===== src/hw/rtl/sgss_pkg.sv =====
// ----------------------------------------------------------------------------
// Serpentine grid scan sequencer package
// Shared types, codes and configuration reset values.
// ----------------------------------------------------------------------------
package sgss_pkg;

  localparam int unsigned DistW    = 20;
  localparam int unsigned CountW   = 8;
  localparam int unsigned OutDistW = 28;
  localparam int unsigned CfgIdxW  = 3;

  localparam logic [DistW-1:0]  StrokeXRst  = DistW'(5000);
  localparam logic [DistW-1:0]  StepYRst    = DistW'(500);
  localparam logic [DistW-1:0]  PitchXRst   = DistW'(10000);
  localparam logic [DistW-1:0]  PitchYRst   = DistW'(10000);
  localparam logic [CountW-1:0] CellsXRst   = CountW'(1);
  localparam logic [CountW-1:0] CellsYRst   = CountW'(1);
  localparam logic [CountW-1:0] StrokesRst  = CountW'(10);

  // configuration register indexes
  localparam logic [CfgIdxW-1:0] CFG_STROKE_X = 3'd0;
  localparam logic [CfgIdxW-1:0] CFG_STEP_Y   = 3'd1;
  localparam logic [CfgIdxW-1:0] CFG_PITCH_X  = 3'd2;
  localparam logic [CfgIdxW-1:0] CFG_PITCH_Y  = 3'd3;
  localparam logic [CfgIdxW-1:0] CFG_CELLS_X  = 3'd4;
  localparam logic [CfgIdxW-1:0] CFG_CELLS_Y  = 3'd5;
  localparam logic [CfgIdxW-1:0] CFG_STROKES  = 3'd6;

  localparam logic DIR_BACK = 1'b0;
  localparam logic DIR_FWD  = 1'b1;
  localparam logic AXIS_X   = 1'b0;
  localparam logic AXIS_Y   = 1'b1;

  typedef enum logic [2:0] {
    CMD_TICK   = 3'd0,
    CMD_START  = 3'd1,
    CMD_STOP   = 3'd2,
    CMD_PAUSE  = 3'd3,
    CMD_RESUME = 3'd4
  } cmd_e;

  typedef enum logic [3:0] {
    EVT_NONE      = 4'd0,
    EVT_STARTED   = 4'd1,
    EVT_STOPPED   = 4'd2,
    EVT_PAUSED    = 4'd3,
    EVT_RESUMED   = 4'd4,
    EVT_CELL_DONE = 4'd5,
    EVT_RET_DONE  = 4'd6,
    EVT_NEXT_COL  = 4'd7,
    EVT_NEXT_ROW  = 4'd8,
    EVT_COMPLETED = 4'd9
  } evt_e;

  localparam logic [1:0] RUN_IDLE  = 2'd0;
  localparam logic [1:0] RUN_RUN   = 2'd1;
  localparam logic [1:0] RUN_PAUSE = 2'd2;
  localparam logic [1:0] RUN_DONE  = 2'd3;

  typedef enum logic [3:0] {
    MODE_IDLE  = 4'b0001,
    MODE_RUN   = 4'b0010,
    MODE_PAUSE = 4'b0100,
    MODE_DONE  = 4'b1000
  } mode_e;

  typedef enum logic [3:0] {
    TOP_CELL    = 4'b0001,
    TOP_RETURN  = 4'b0010,
    TOP_ADVANCE = 4'b0100,
    TOP_SETTLE  = 4'b1000
  } top_e;

  typedef enum logic [4:0] {
    CELL_FIRST  = 5'b00001,
    CELL_WAIT_F = 5'b00010,
    CELL_CHECK  = 5'b00100,
    CELL_WAIT_Y = 5'b01000,
    CELL_WAIT_X = 5'b10000
  } cell_e;

  typedef enum logic [2:0] {
    RET_X      = 3'b001,
    RET_WAIT_X = 3'b010,
    RET_WAIT_Y = 3'b100
  } ret_e;

  typedef struct packed {
    logic [2:0] command;
    logic       motor_x_busy;
    logic       motor_y_busy;
  } in_item_t;

  typedef struct packed {
    logic                move_valid;
    logic                move_axis;
    logic                move_dir;
    logic [OutDistW-1:0] move_distance_um;
    logic [3:0]          event_code;
    logic [1:0]          run_mode;
  } out_item_t;

  typedef struct packed {
    logic [DistW-1:0]  stroke_x_um;
    logic [DistW-1:0]  step_y_um;
    logic [DistW-1:0]  cell_pitch_x_um;
    logic [DistW-1:0]  cell_pitch_y_um;
    logic [CountW-1:0] cells_x;
    logic [CountW-1:0] cells_y;
    logic [CountW-1:0] strokes_per_cell;
  } cfg_t;

  function automatic logic [1:0] mode_code(mode_e m);
    logic [1:0] c;
    case (m)
      MODE_RUN:   c = RUN_RUN;
      MODE_PAUSE: c = RUN_PAUSE;
      MODE_DONE:  c = RUN_DONE;
      default:    c = RUN_IDLE;
    endcase
    return c;
  endfunction

endpackage


===== src/hw/rtl/sgss_core.sv =====
// ----------------------------------------------------------------------------
// Scan sequencer core
// Holds the scan state and turns one command into one result per step.
// ----------------------------------------------------------------------------
module sgss_core (
  input  logic               clk_i,
  input  logic               rst_ni,
  input  logic               step_i,
  input  sgss_pkg::in_item_t item_i,
  input  sgss_pkg::cfg_t     cfg_i,
  output sgss_pkg::out_item_t result_o
);
  import sgss_pkg::*;

  mode_e             mode_q, mode_d;
  top_e              top_q, top_d;
  logic              cell_active_q, cell_active_d;
  cell_e             cell_q, cell_d;
  logic [CountW-1:0] stroke_cnt_q, stroke_cnt_d;
  logic              stroke_dir_q, stroke_dir_d;
  ret_e              ret_q, ret_d;
  logic              row_dir_q, row_dir_d;
  logic [CountW-1:0] col_idx_q, col_idx_d;
  logic [CountW-1:0] row_idx_q, row_idx_d;

  out_item_t         res;
  logic              xb, yb;
  logic [OutDistW-1:0] ret_y_dist;

  assign xb = item_i.motor_x_busy;
  assign yb = item_i.motor_y_busy;
  // 20x8 product always fits the 28-bit result, so no clamp is needed
  assign ret_y_dist = OutDistW'(cfg_i.step_y_um) * OutDistW'(cfg_i.strokes_per_cell);

  always_comb begin
    mode_d        = mode_q;
    top_d         = top_q;
    cell_active_d = cell_active_q;
    cell_d        = cell_q;
    stroke_cnt_d  = stroke_cnt_q;
    stroke_dir_d  = stroke_dir_q;
    ret_d         = ret_q;
    row_dir_d     = row_dir_q;
    col_idx_d     = col_idx_q;
    row_idx_d     = row_idx_q;
    res           = '0;

    case (item_i.command)
      CMD_TICK: begin
        if (mode_q == MODE_RUN) begin
          case (top_q)
            TOP_CELL: begin
              if (!cell_active_q) begin
                cell_active_d = 1'b1;
                cell_d        = CELL_FIRST;
                stroke_cnt_d  = '0;
                stroke_dir_d  = DIR_BACK;
              end
              case (cell_d)
                CELL_FIRST: begin
                  res.move_valid       = 1'b1;
                  res.move_axis        = AXIS_X;
                  res.move_dir         = DIR_FWD;
                  res.move_distance_um = OutDistW'(cfg_i.stroke_x_um);
                  cell_d               = CELL_WAIT_F;
                end
                CELL_WAIT_F: begin
                  if (!xb) cell_d = CELL_CHECK;
                end
                CELL_CHECK: begin
                  if (stroke_cnt_d < cfg_i.strokes_per_cell) begin
                    res.move_valid       = 1'b1;
                    res.move_axis        = AXIS_Y;
                    res.move_dir         = DIR_FWD;
                    res.move_distance_um = OutDistW'(cfg_i.step_y_um);
                    cell_d               = CELL_WAIT_Y;
                  end else begin
                    cell_active_d  = 1'b0;
                    cell_d         = CELL_FIRST;
                    stroke_cnt_d   = '0;
                    top_d          = TOP_RETURN;
                    res.event_code = EVT_CELL_DONE;
                  end
                end
                CELL_WAIT_Y: begin
                  if (!yb) begin
                    res.move_valid       = 1'b1;
                    res.move_axis        = AXIS_X;
                    res.move_dir         = stroke_dir_d;
                    res.move_distance_um = OutDistW'(cfg_i.stroke_x_um);
                    cell_d               = CELL_WAIT_X;
                  end
                end
                CELL_WAIT_X: begin
                  if (!xb) begin
                    stroke_dir_d = ~stroke_dir_d;
                    stroke_cnt_d = stroke_cnt_d + CountW'(1);
                    cell_d       = CELL_CHECK;
                  end
                end
                default: cell_d = CELL_FIRST;
              endcase
            end
            TOP_RETURN: begin
              case (ret_q)
                RET_X: begin
                  res.move_valid       = 1'b1;
                  res.move_axis        = AXIS_X;
                  res.move_dir         = DIR_BACK;
                  res.move_distance_um = OutDistW'(cfg_i.stroke_x_um);
                  ret_d                = RET_WAIT_X;
                end
                RET_WAIT_X: begin
                  if (!xb) begin
                    res.move_valid       = 1'b1;
                    res.move_axis        = AXIS_Y;
                    res.move_dir         = DIR_BACK;
                    res.move_distance_um = ret_y_dist;
                    ret_d                = RET_WAIT_Y;
                  end
                end
                RET_WAIT_Y: begin
                  if (!yb) begin
                    ret_d          = RET_X;
                    top_d          = TOP_ADVANCE;
                    res.event_code = EVT_RET_DONE;
                  end
                end
                default: ret_d = RET_X;
              endcase
            end
            TOP_ADVANCE: begin
              // 9-bit compares: a zero cell count acts as one cell
              if (({1'b0, col_idx_q} + 9'd1) < {1'b0, cfg_i.cells_x}) begin
                res.move_valid       = 1'b1;
                res.move_axis        = AXIS_X;
                res.move_dir         = row_dir_q;
                res.move_distance_um = OutDistW'(cfg_i.cell_pitch_x_um);
                col_idx_d            = col_idx_q + CountW'(1);
                top_d                = TOP_SETTLE;
                res.event_code       = EVT_NEXT_COL;
              end else if (({1'b0, row_idx_q} + 9'd1) < {1'b0, cfg_i.cells_y}) begin
                res.move_valid       = 1'b1;
                res.move_axis        = AXIS_Y;
                res.move_dir         = DIR_FWD;
                res.move_distance_um = OutDistW'(cfg_i.cell_pitch_y_um);
                row_idx_d            = row_idx_q + CountW'(1);
                row_dir_d            = ~row_dir_q;
                col_idx_d            = '0;
                top_d                = TOP_SETTLE;
                res.event_code       = EVT_NEXT_ROW;
              end else begin
                mode_d         = MODE_DONE;
                top_d          = TOP_CELL;
                res.event_code = EVT_COMPLETED;
              end
            end
            TOP_SETTLE: begin
              if (!xb && !yb) top_d = TOP_CELL;
            end
            default: top_d = TOP_CELL;
          endcase
        end
      end
      CMD_START: begin
        if (mode_q == MODE_IDLE || mode_q == MODE_DONE) begin
          cell_active_d  = 1'b0;
          cell_d         = CELL_FIRST;
          stroke_cnt_d   = '0;
          stroke_dir_d   = DIR_BACK;
          ret_d          = RET_X;
          col_idx_d      = '0;
          row_idx_d      = '0;
          top_d          = TOP_CELL;
          mode_d         = MODE_RUN;
          res.event_code = EVT_STARTED;
        end
      end
      CMD_STOP: begin
        if (mode_q == MODE_RUN || mode_q == MODE_PAUSE) begin
          mode_d         = MODE_IDLE;
          cell_active_d  = 1'b0;
          cell_d         = CELL_FIRST;
          stroke_cnt_d   = '0;
          stroke_dir_d   = DIR_BACK;
          ret_d          = RET_X;
          res.event_code = EVT_STOPPED;
        end
      end
      CMD_PAUSE: begin
        if (mode_q == MODE_RUN) begin
          mode_d         = MODE_PAUSE;
          res.event_code = EVT_PAUSED;
        end
      end
      CMD_RESUME: begin
        if (mode_q == MODE_PAUSE) begin
          mode_d         = MODE_RUN;
          res.event_code = EVT_RESUMED;
        end
      end
      default: ;
    endcase

    res.run_mode = mode_code(mode_d);
  end

  assign result_o = res;

  always_ff @(posedge clk_i or negedge rst_ni) begin
    if (!rst_ni) begin
      mode_q        <= MODE_IDLE;
      top_q         <= TOP_CELL;
      cell_active_q <= 1'b0;
      cell_q        <= CELL_FIRST;
      stroke_cnt_q  <= '0;
      stroke_dir_q  <= DIR_BACK;
      ret_q         <= RET_X;
      row_dir_q     <= DIR_FWD;
      col_idx_q     <= '0;
      row_idx_q     <= '0;
    end else if (step_i) begin
      mode_q        <= mode_d;
      top_q         <= top_d;
      cell_active_q <= cell_active_d;
      cell_q        <= cell_d;
      stroke_cnt_q  <= stroke_cnt_d;
      stroke_dir_q  <= stroke_dir_d;
      ret_q         <= ret_d;
      row_dir_q     <= row_dir_d;
      col_idx_q     <= col_idx_d;
      row_idx_q     <= row_idx_d;
    end
  end

endmodule


===== src/hw/rtl/serpentine_grid_scan_sequencer.sv =====
// ----------------------------------------------------------------------------
// Serpentine grid scan sequencer
// A command is held in the input register, and its result is written into the
// result register once that register is free or draining; a stall can hold it.
// Throughput: one command per cycle while out_stall_i is low; the input register
// frees as the result register hands over, so both sides stream without bubbles.
// Reset: asynchronous; scan state, handshake and configuration registers
// return to their reset values at once.
// ----------------------------------------------------------------------------
module serpentine_grid_scan_sequencer (
  input  logic                         clk_i,
  input  logic                         rst_ni,
  input  logic                         in_valid_i,
  output logic                         in_stall_o,
  input  sgss_pkg::in_item_t           in_item_i,
  output logic                         out_valid_o,
  input  logic                         out_stall_i,
  output sgss_pkg::out_item_t          out_item_o,
  input  logic                         cfg_valid_i,
  output logic                         cfg_ready_o,
  input  logic [sgss_pkg::CfgIdxW-1:0] cfg_index_i,
  input  logic [sgss_pkg::DistW-1:0]   cfg_data_i
);
  import sgss_pkg::*;

  logic      in_valid_q;
  in_item_t  in_item_q;
  logic      out_valid_q;
  out_item_t out_item_q;
  out_item_t result;
  cfg_t      cfg_q;
  logic      step;
  logic      in_take;

  // process the held command when the result register is free or draining
  assign step       = in_valid_q && (!out_valid_q || !out_stall_i);
  assign in_stall_o = in_valid_q && !step;
  assign in_take    = in_valid_i && !in_stall_o;

  always_ff @(posedge clk_i or negedge rst_ni) begin
    if (!rst_ni) begin
      in_valid_q <= 1'b0;
    end else if (in_take || step) begin
      in_valid_q <= in_take;
    end
  end

  always_ff @(posedge clk_i) begin
    if (in_take) in_item_q <= in_item_i;
  end

  always_ff @(posedge clk_i or negedge rst_ni) begin
    if (!rst_ni) begin
      out_valid_q <= 1'b0;
    end else if (step) begin
      out_valid_q <= 1'b1;
    end else if (!out_stall_i) begin
      out_valid_q <= 1'b0;
    end
  end

  always_ff @(posedge clk_i) begin
    if (step) out_item_q <= result;
  end

  assign out_valid_o = out_valid_q;
  assign out_item_o  = out_item_q;

  assign cfg_ready_o = 1'b1;

  always_ff @(posedge clk_i or negedge rst_ni) begin
    if (!rst_ni) begin
      cfg_q.stroke_x_um      <= StrokeXRst;
      cfg_q.step_y_um        <= StepYRst;
      cfg_q.cell_pitch_x_um  <= PitchXRst;
      cfg_q.cell_pitch_y_um  <= PitchYRst;
      cfg_q.cells_x          <= CellsXRst;
      cfg_q.cells_y          <= CellsYRst;
      cfg_q.strokes_per_cell <= StrokesRst;
    end else if (cfg_valid_i && cfg_ready_o) begin
      case (cfg_index_i)
        CFG_STROKE_X: cfg_q.stroke_x_um      <= cfg_data_i;
        CFG_STEP_Y:   cfg_q.step_y_um        <= cfg_data_i;
        CFG_PITCH_X:  cfg_q.cell_pitch_x_um  <= cfg_data_i;
        CFG_PITCH_Y:  cfg_q.cell_pitch_y_um  <= cfg_data_i;
        CFG_CELLS_X:  cfg_q.cells_x          <= cfg_data_i[CountW-1:0];
        CFG_CELLS_Y:  cfg_q.cells_y          <= cfg_data_i[CountW-1:0];
        CFG_STROKES:  cfg_q.strokes_per_cell <= cfg_data_i[CountW-1:0];
        default: ;
      endcase
    end
  end

  sgss_core u_core (
    .clk_i    (clk_i),
    .rst_ni   (rst_ni),
    .step_i   (step),
    .item_i   (in_item_q),
    .cfg_i    (cfg_q),
    .result_o (result)
  );

  // an empty input register never pushes back
  a_no_stall_when_empty: assert property (@(posedge clk_i) disable iff (!rst_ni)
    !in_valid_q |-> !in_stall_o)
    else $error("input stalled with empty input register");

  // every processed command lands in the result register
  a_step_gives_result: assert property (@(posedge clk_i) disable iff (!rst_ni)
    step |=> out_valid_q)
    else $error("processed command produced no result");

  // completion event always reports the completed mode
  a_completed_mode: assert property (@(posedge clk_i) disable iff (!rst_ni)
    (step && result.event_code == EVT_COMPLETED) |=> (out_item_q.run_mode == RUN_DONE))
    else $error("completion event without completed run mode");

  // stop always lands in idle
  a_stop_idle: assert property (@(posedge clk_i) disable iff (!rst_ni)
    (step && result.event_code == EVT_STOPPED) |=> (out_item_q.run_mode == RUN_IDLE))
    else $error("stop event without idle run mode");

endmodule


===== config.mk =====
export PLATFORM = sky130hd
export DESIGN_NAME = serpentine_grid_scan_sequencer
export DESIGN_NICKNAME = d
export VERILOG_FILES = /design/src/hw/rtl/sgss_pkg.sv /design/src/hw/rtl/sgss_core.sv /design/src/hw/rtl/serpentine_grid_scan_sequencer.sv
export SDC_FILE = /design/constraint.sdc
export NUM_CORES = 1
export LEC_CHECK = 0
export BUFFER_PORTS_ARGS = -buffer_cell sky130_fd_sc_hd__buf_2
export CORE_UTILIZATION = 50
export CTS_CLUSTER_SIZE = 25
export DETAILED_ROUTE_END_ITERATION = 10
export GPL_TIMING_DRIVEN = 0
export PLACE_DENSITY = 0.71
export SYNTH_ARGS = -nofsm -noshare
export SYNTH_HDL_FRONTEND = slang
export SYNTH_HIERARCHICAL = 1
export SYNTH_SLANG_ARGS = --single-unit

===== constraint.sdc =====
create_clock -name clk_i -period 8.02 [get_ports clk_i]
set_input_delay 0.802 -clock clk_i [delete_from_list [all_inputs] [get_ports clk_i]]
set_output_delay 0.802 -clock clk_i [all_outputs]
set_load 0.1 [all_outputs]

==> run_summary.xml <==
<?xml version="1.0" encoding="UTF-8"?>
<metrics>
  <group name="global_route">
    <metric name="number_of_global_route_vias_before_repair" unit="">11280</metric>
    <metric name="largest_net_degree_at_the_start_of_global_routing" unit="">97</metric>
    <metric name="grt_use_total" unit="%">25.6</metric>
    <metric name="globalRoute.totalOverflow" unit="">0</metric>
    <metric name="grt_antenna_before_repair" unit="">1</metric>
    <metric name="first_pass_grt_wire_length" unit="um">60900</metric>
  </group>
  <group name="place">
    <metric name="dp_hpwl" unit="um">28900</metric>
    <metric name="place.port_buffers" unit="">71</metric>
    <metric name="routabilityCongestion" unit="">0.891</metric>
  </group>
  <group name="synthesis">
    <metric name="mappedNetlistNets" unit="">1654</metric>
    <metric name="syn_area" unit="um^2">15000</metric>
    <metric name="asyncSetResetFlopFracSynth" unit="%">78.0</metric>
    <metric name="yosys_register_bits" unit="">191</metric>
    <metric name="post_synth_inst_count" unit="">1441</metric>
    <metric name="leading_area_contributor_after_synthesis" unit="">dfrtp_1</metric>
    <metric name="mean_post_synth_cell_area" unit="um^2">10.4</metric>
    <metric name="synthesis.yosys.warnings" unit="">6</metric>
    <metric name="yosys.cell_types.count" unit="">93</metric>
    <metric name="synth.area.top_cells" unit="">dfrtp_1, fa_1, edfxtp_1</metric>
    <metric name="synth_flop_cell" unit="">dfrtp_1</metric>
    <metric name="synth.yosys.seq_area_share" unit="%">33.5</metric>
    <metric name="synth_largest_type_area_fraction" unit="%">19.8</metric>
    <metric name="synth_enable_flop_cells" unit="">42</metric>
  </group>
  <group name="timing">
    <metric name="post-route-period-util" unit="%">73.6</metric>
    <metric name="worst-slew-pin-transition" unit="ps">1120</metric>
    <metric name="rsz0062_at_grt" unit="">false</metric>
    <metric name="finalCriticalPeriod" unit="ps">5910</metric>
    <metric name="finalSetupViolCount" unit="">0</metric>
    <metric name="finalMaxSlewViolations" unit="">0</metric>
    <metric name="max_freq" unit="GHz">0.169</metric>
    <metric name="setup_tns" unit="ps">0</metric>
    <metric name="worst_slew_margin_rel" unit="%">24.7</metric>
    <metric name="worst_clock_skew" unit="ps">15.0</metric>
    <metric name="timing_hold_violations_final" unit="">0</metric>
  </group>
  <group name="worst_hold_path">
    <metric name="hold_path_class" unit="">in -&gt; async</metric>
  </group>
  <group name="setup_path">
    <metric name="worst-r2r-setup-slack" unit="ps">2110</metric>
    <metric name="ff2ff_path_depth" unit="">18</metric>
    <metric name="r2r-end" unit="">out_item_o[32]$_DFFE_PP_</metric>
    <metric name="worst-endpoint-arrival" unit="ps">6090</metric>
    <metric name="timing.setup.critical_path_class" unit="">reg -&gt; reg</metric>
    <metric name="critical_path.endpoint_type" unit="">register</metric>
    <metric name="cp-start-kind" unit="">register</metric>
    <metric name="worst_ep_required_time" unit="ps">8210</metric>
    <metric name="critical_path_peak_fanout" unit="">10</metric>
    <metric name="rr_startpoint" unit="">cfg_q[3]$_DFFE_PN1P_</metric>
  </group>
  <group name="floorplan">
    <metric name="floorplan.die_area" unit="um^2">30700</metric>
    <metric name="rows" unit="">63</metric>
    <metric name="floorplan.die.width" unit="um">175</metric>
    <metric name="coreArea" unit="um^2">29600</metric>
    <metric name="num_io_pins" unit="">73</metric>
    <metric name="start_util" unit="%">50.8</metric>
    <metric name="die_height" unit="um">175</metric>
  </group>
  <group name="run_status">
    <metric name="run_status" unit="">finished, final reports clean</metric>
  </group>
  <group name="final_layout">
    <metric name="most_common_cell_after_layout_fill_and_taps_aside" unit="">inv_1</metric>
    <metric name="final.fill_count" unit="">2589</metric>
    <metric name="num_antenna_cells" unit="">0</metric>
    <metric name="areaGrowthSynthToFinish" unit="%">10.2</metric>
    <metric name="multi_input_area" unit="um^2">9070</metric>
    <metric name="drive_gt1_share" unit="%">19.1</metric>
    <metric name="final_nets" unit="">1746</metric>
    <metric name="register_area" unit="um^2">5030</metric>
    <metric name="layout_common_cells" unit="">inv_1, and2_1, nand2_1</metric>
  </group>
  <group name="cts">
    <metric name="clock_tree.buffer_depth" unit="">2</metric>
    <metric name="clkLatencyLatePin" unit="ps">440</metric>
    <metric name="clk_transition_reported_paths" unit="ps">80</metric>
    <metric name="cts_num_sinks" unit="">191</metric>
    <metric name="cts_made_buffers" unit="">17</metric>
    <metric name="clk_root_buffer_cell" unit="">clkbuf_16</metric>
    <metric name="cts_hold_repair.buffers" unit="">0</metric>
    <metric name="ctsResizeCount" unit="">0</metric>
    <metric name="tritoncts" unit="">built</metric>
    <metric name="htree_levels" unit="">4</metric>
    <metric name="post-cts-setup-buffer-count" unit="">0</metric>
  </group>
  <group name="job">
    <metric name="maxCapViolCount" unit="">0</metric>
  </group>
  <group name="drt">
    <metric name="drt_iter0_markers" unit="">779</metric>
    <metric name="ant_nets" unit="">0</metric>
    <metric name="detail_route.drc_violations" unit="">0</metric>
    <metric name="vias_per_cell" unit="">5.82</metric>
    <metric name="finalWirelength" unit="um">37800</metric>
    <metric name="num_vias" unit="">11271</metric>
    <metric name="drt_pre_antenna_iters" unit="">6</metric>
    <metric name="wl_per_cell" unit="um">19.5</metric>
  </group>
</metrics>
-- synthesized netlist by cell type, drive strengths merged (8+ instances only) --
library cell,instances
fa,108
nor2b,11
and3,12
nor3,12
xor2,16
ha,72
dfstp,30
o21ai,47
dfrtp,119
a21oi,70
nor2,57
clkbuf,40
o211ai,8
buf,23
nand3,26
a22oi,12
inv,164
a22o,27
edfxtp,42
and2,128
o31ai,11
nand2,126
a222oi,18
mux2,113
xnor2,28
a21o,15
-- worst max-delay path by stage --
stage,to,startpoint,cells after the start
2_1_floorplan,out_item_o[28]$_DFFE_PP_,cfg_q[3]$_DFFE_PN1P_,18
3_3_place_gp,u_core/cell_q[2]$_DFFE_PN0P_,out_stall_i,9
3_5_place_dp,out_item_o[32]$_DFFE_PP_,cfg_q[3]$_DFFE_PN1P_,17
4_1_cts,out_item_o[32]$_DFFE_PP_,cfg_q[3]$_DFFE_PN1P_,18
5_1_grt,out_item_o[23]$_DFFE_PP_,cfg_q[7]$_DFFE_PN0P_,18
6_report,out_item_o[32]$_DFFE_PP_,cfg_q[3]$_DFFE_PN1P_,18
-- area by class of cell --
type	count	area share (%)
clock inverters	11	0.931
clock buffers	21	2.75
well taps	390	2.95
repair buffers	73	2.52
plain buffers	63	1.87
multi-input cells	1023	54.9
flip-flops and latches	191	30.4
inverters	164	3.72
-- per-layer routing --
metal / share of wire, % / wire (um) / vias to the layer above / track usage [%]
li1: - / - / 5128 / -
met1: 45 / 16900 / 5719 / 35.7
met2: 46 / 17400 / 355 / 39.6
met3: 6.1 / 2320 / 69 / 4.74
met4: 3.1 / 1170 / 0 / 9.75
met5: 0 / 0 / - / 0
-- metrics by stage --
| step | cells | setup slack, ps | utilization, % | area, um^2 | hold WS [ps] |
|---|---|---|---|---|---|
| 3_5_place_dp | 1904 | 2190 | 53.8 | 15900 | 467 |
| 2_1_floorplan | 1441 | 2920 | - | 15000 | 442 |
| 3_3_place_gp | 1902 | 756 | 53.6 | 15800 | 446 |
| 5_1_grt | 1936 | 1870 | 55.9 | 16500 | 347 |
| 4_1_cts | 1936 | 2170 | 55.9 | 16500 | 334 |
| 6_report | 1936 | 2110 | 55.9 | 16500 | 317 |
-- registers in the layout (all words and copies together) (netlist names) --
name,count
cfg_q,104
out_item_o,37
u_core/col_idx_q,8
u_core/row_idx_q,8
u_core/stroke_cnt_q,8
in_item_q,5
u_core/cell_q,5
u_core/mode_q,4
u_core/top_q,4
u_core/ret_q,3
in_valid_q,1
out_valid_o,1
u_core/cell_active_q,1
u_core/row_dir_q,1
u_core/stroke_dir_q,1
-- kinds of logic after synthesis --
kind of cell             synth area share, %
adder cells (fa/ha/maj)                 20.4
buffers and inverters                   6.16
other                                 0.0250
XOR/XNOR                                2.57
AO/OA/AOI/OAI                           12.6
AND/OR/NAND/NOR                         14.9
flip-flops                              33.5
multiplexers                            9.83
-- worst max-delay path: stages (launching register included) --
cell      delay, ps
dfstp_2         550
clkbuf_1        470
and2_1          240
fa_1            440
fa_1            490
fa_1            560
inv_1            60
fa_1            560
inv_1            50
ha_1            280
clkbuf_1        190
a22oi_1         190
o211ai_1        120
a221o_1         310
a21o_1          200
a311oi_1        520
o31ai_1         200
xnor2_1         170
nor2_1           50
Power is left out: the tool's default activity adds up to more than one toggle a clock period on the data nets, which glitch-free logic cannot reach.
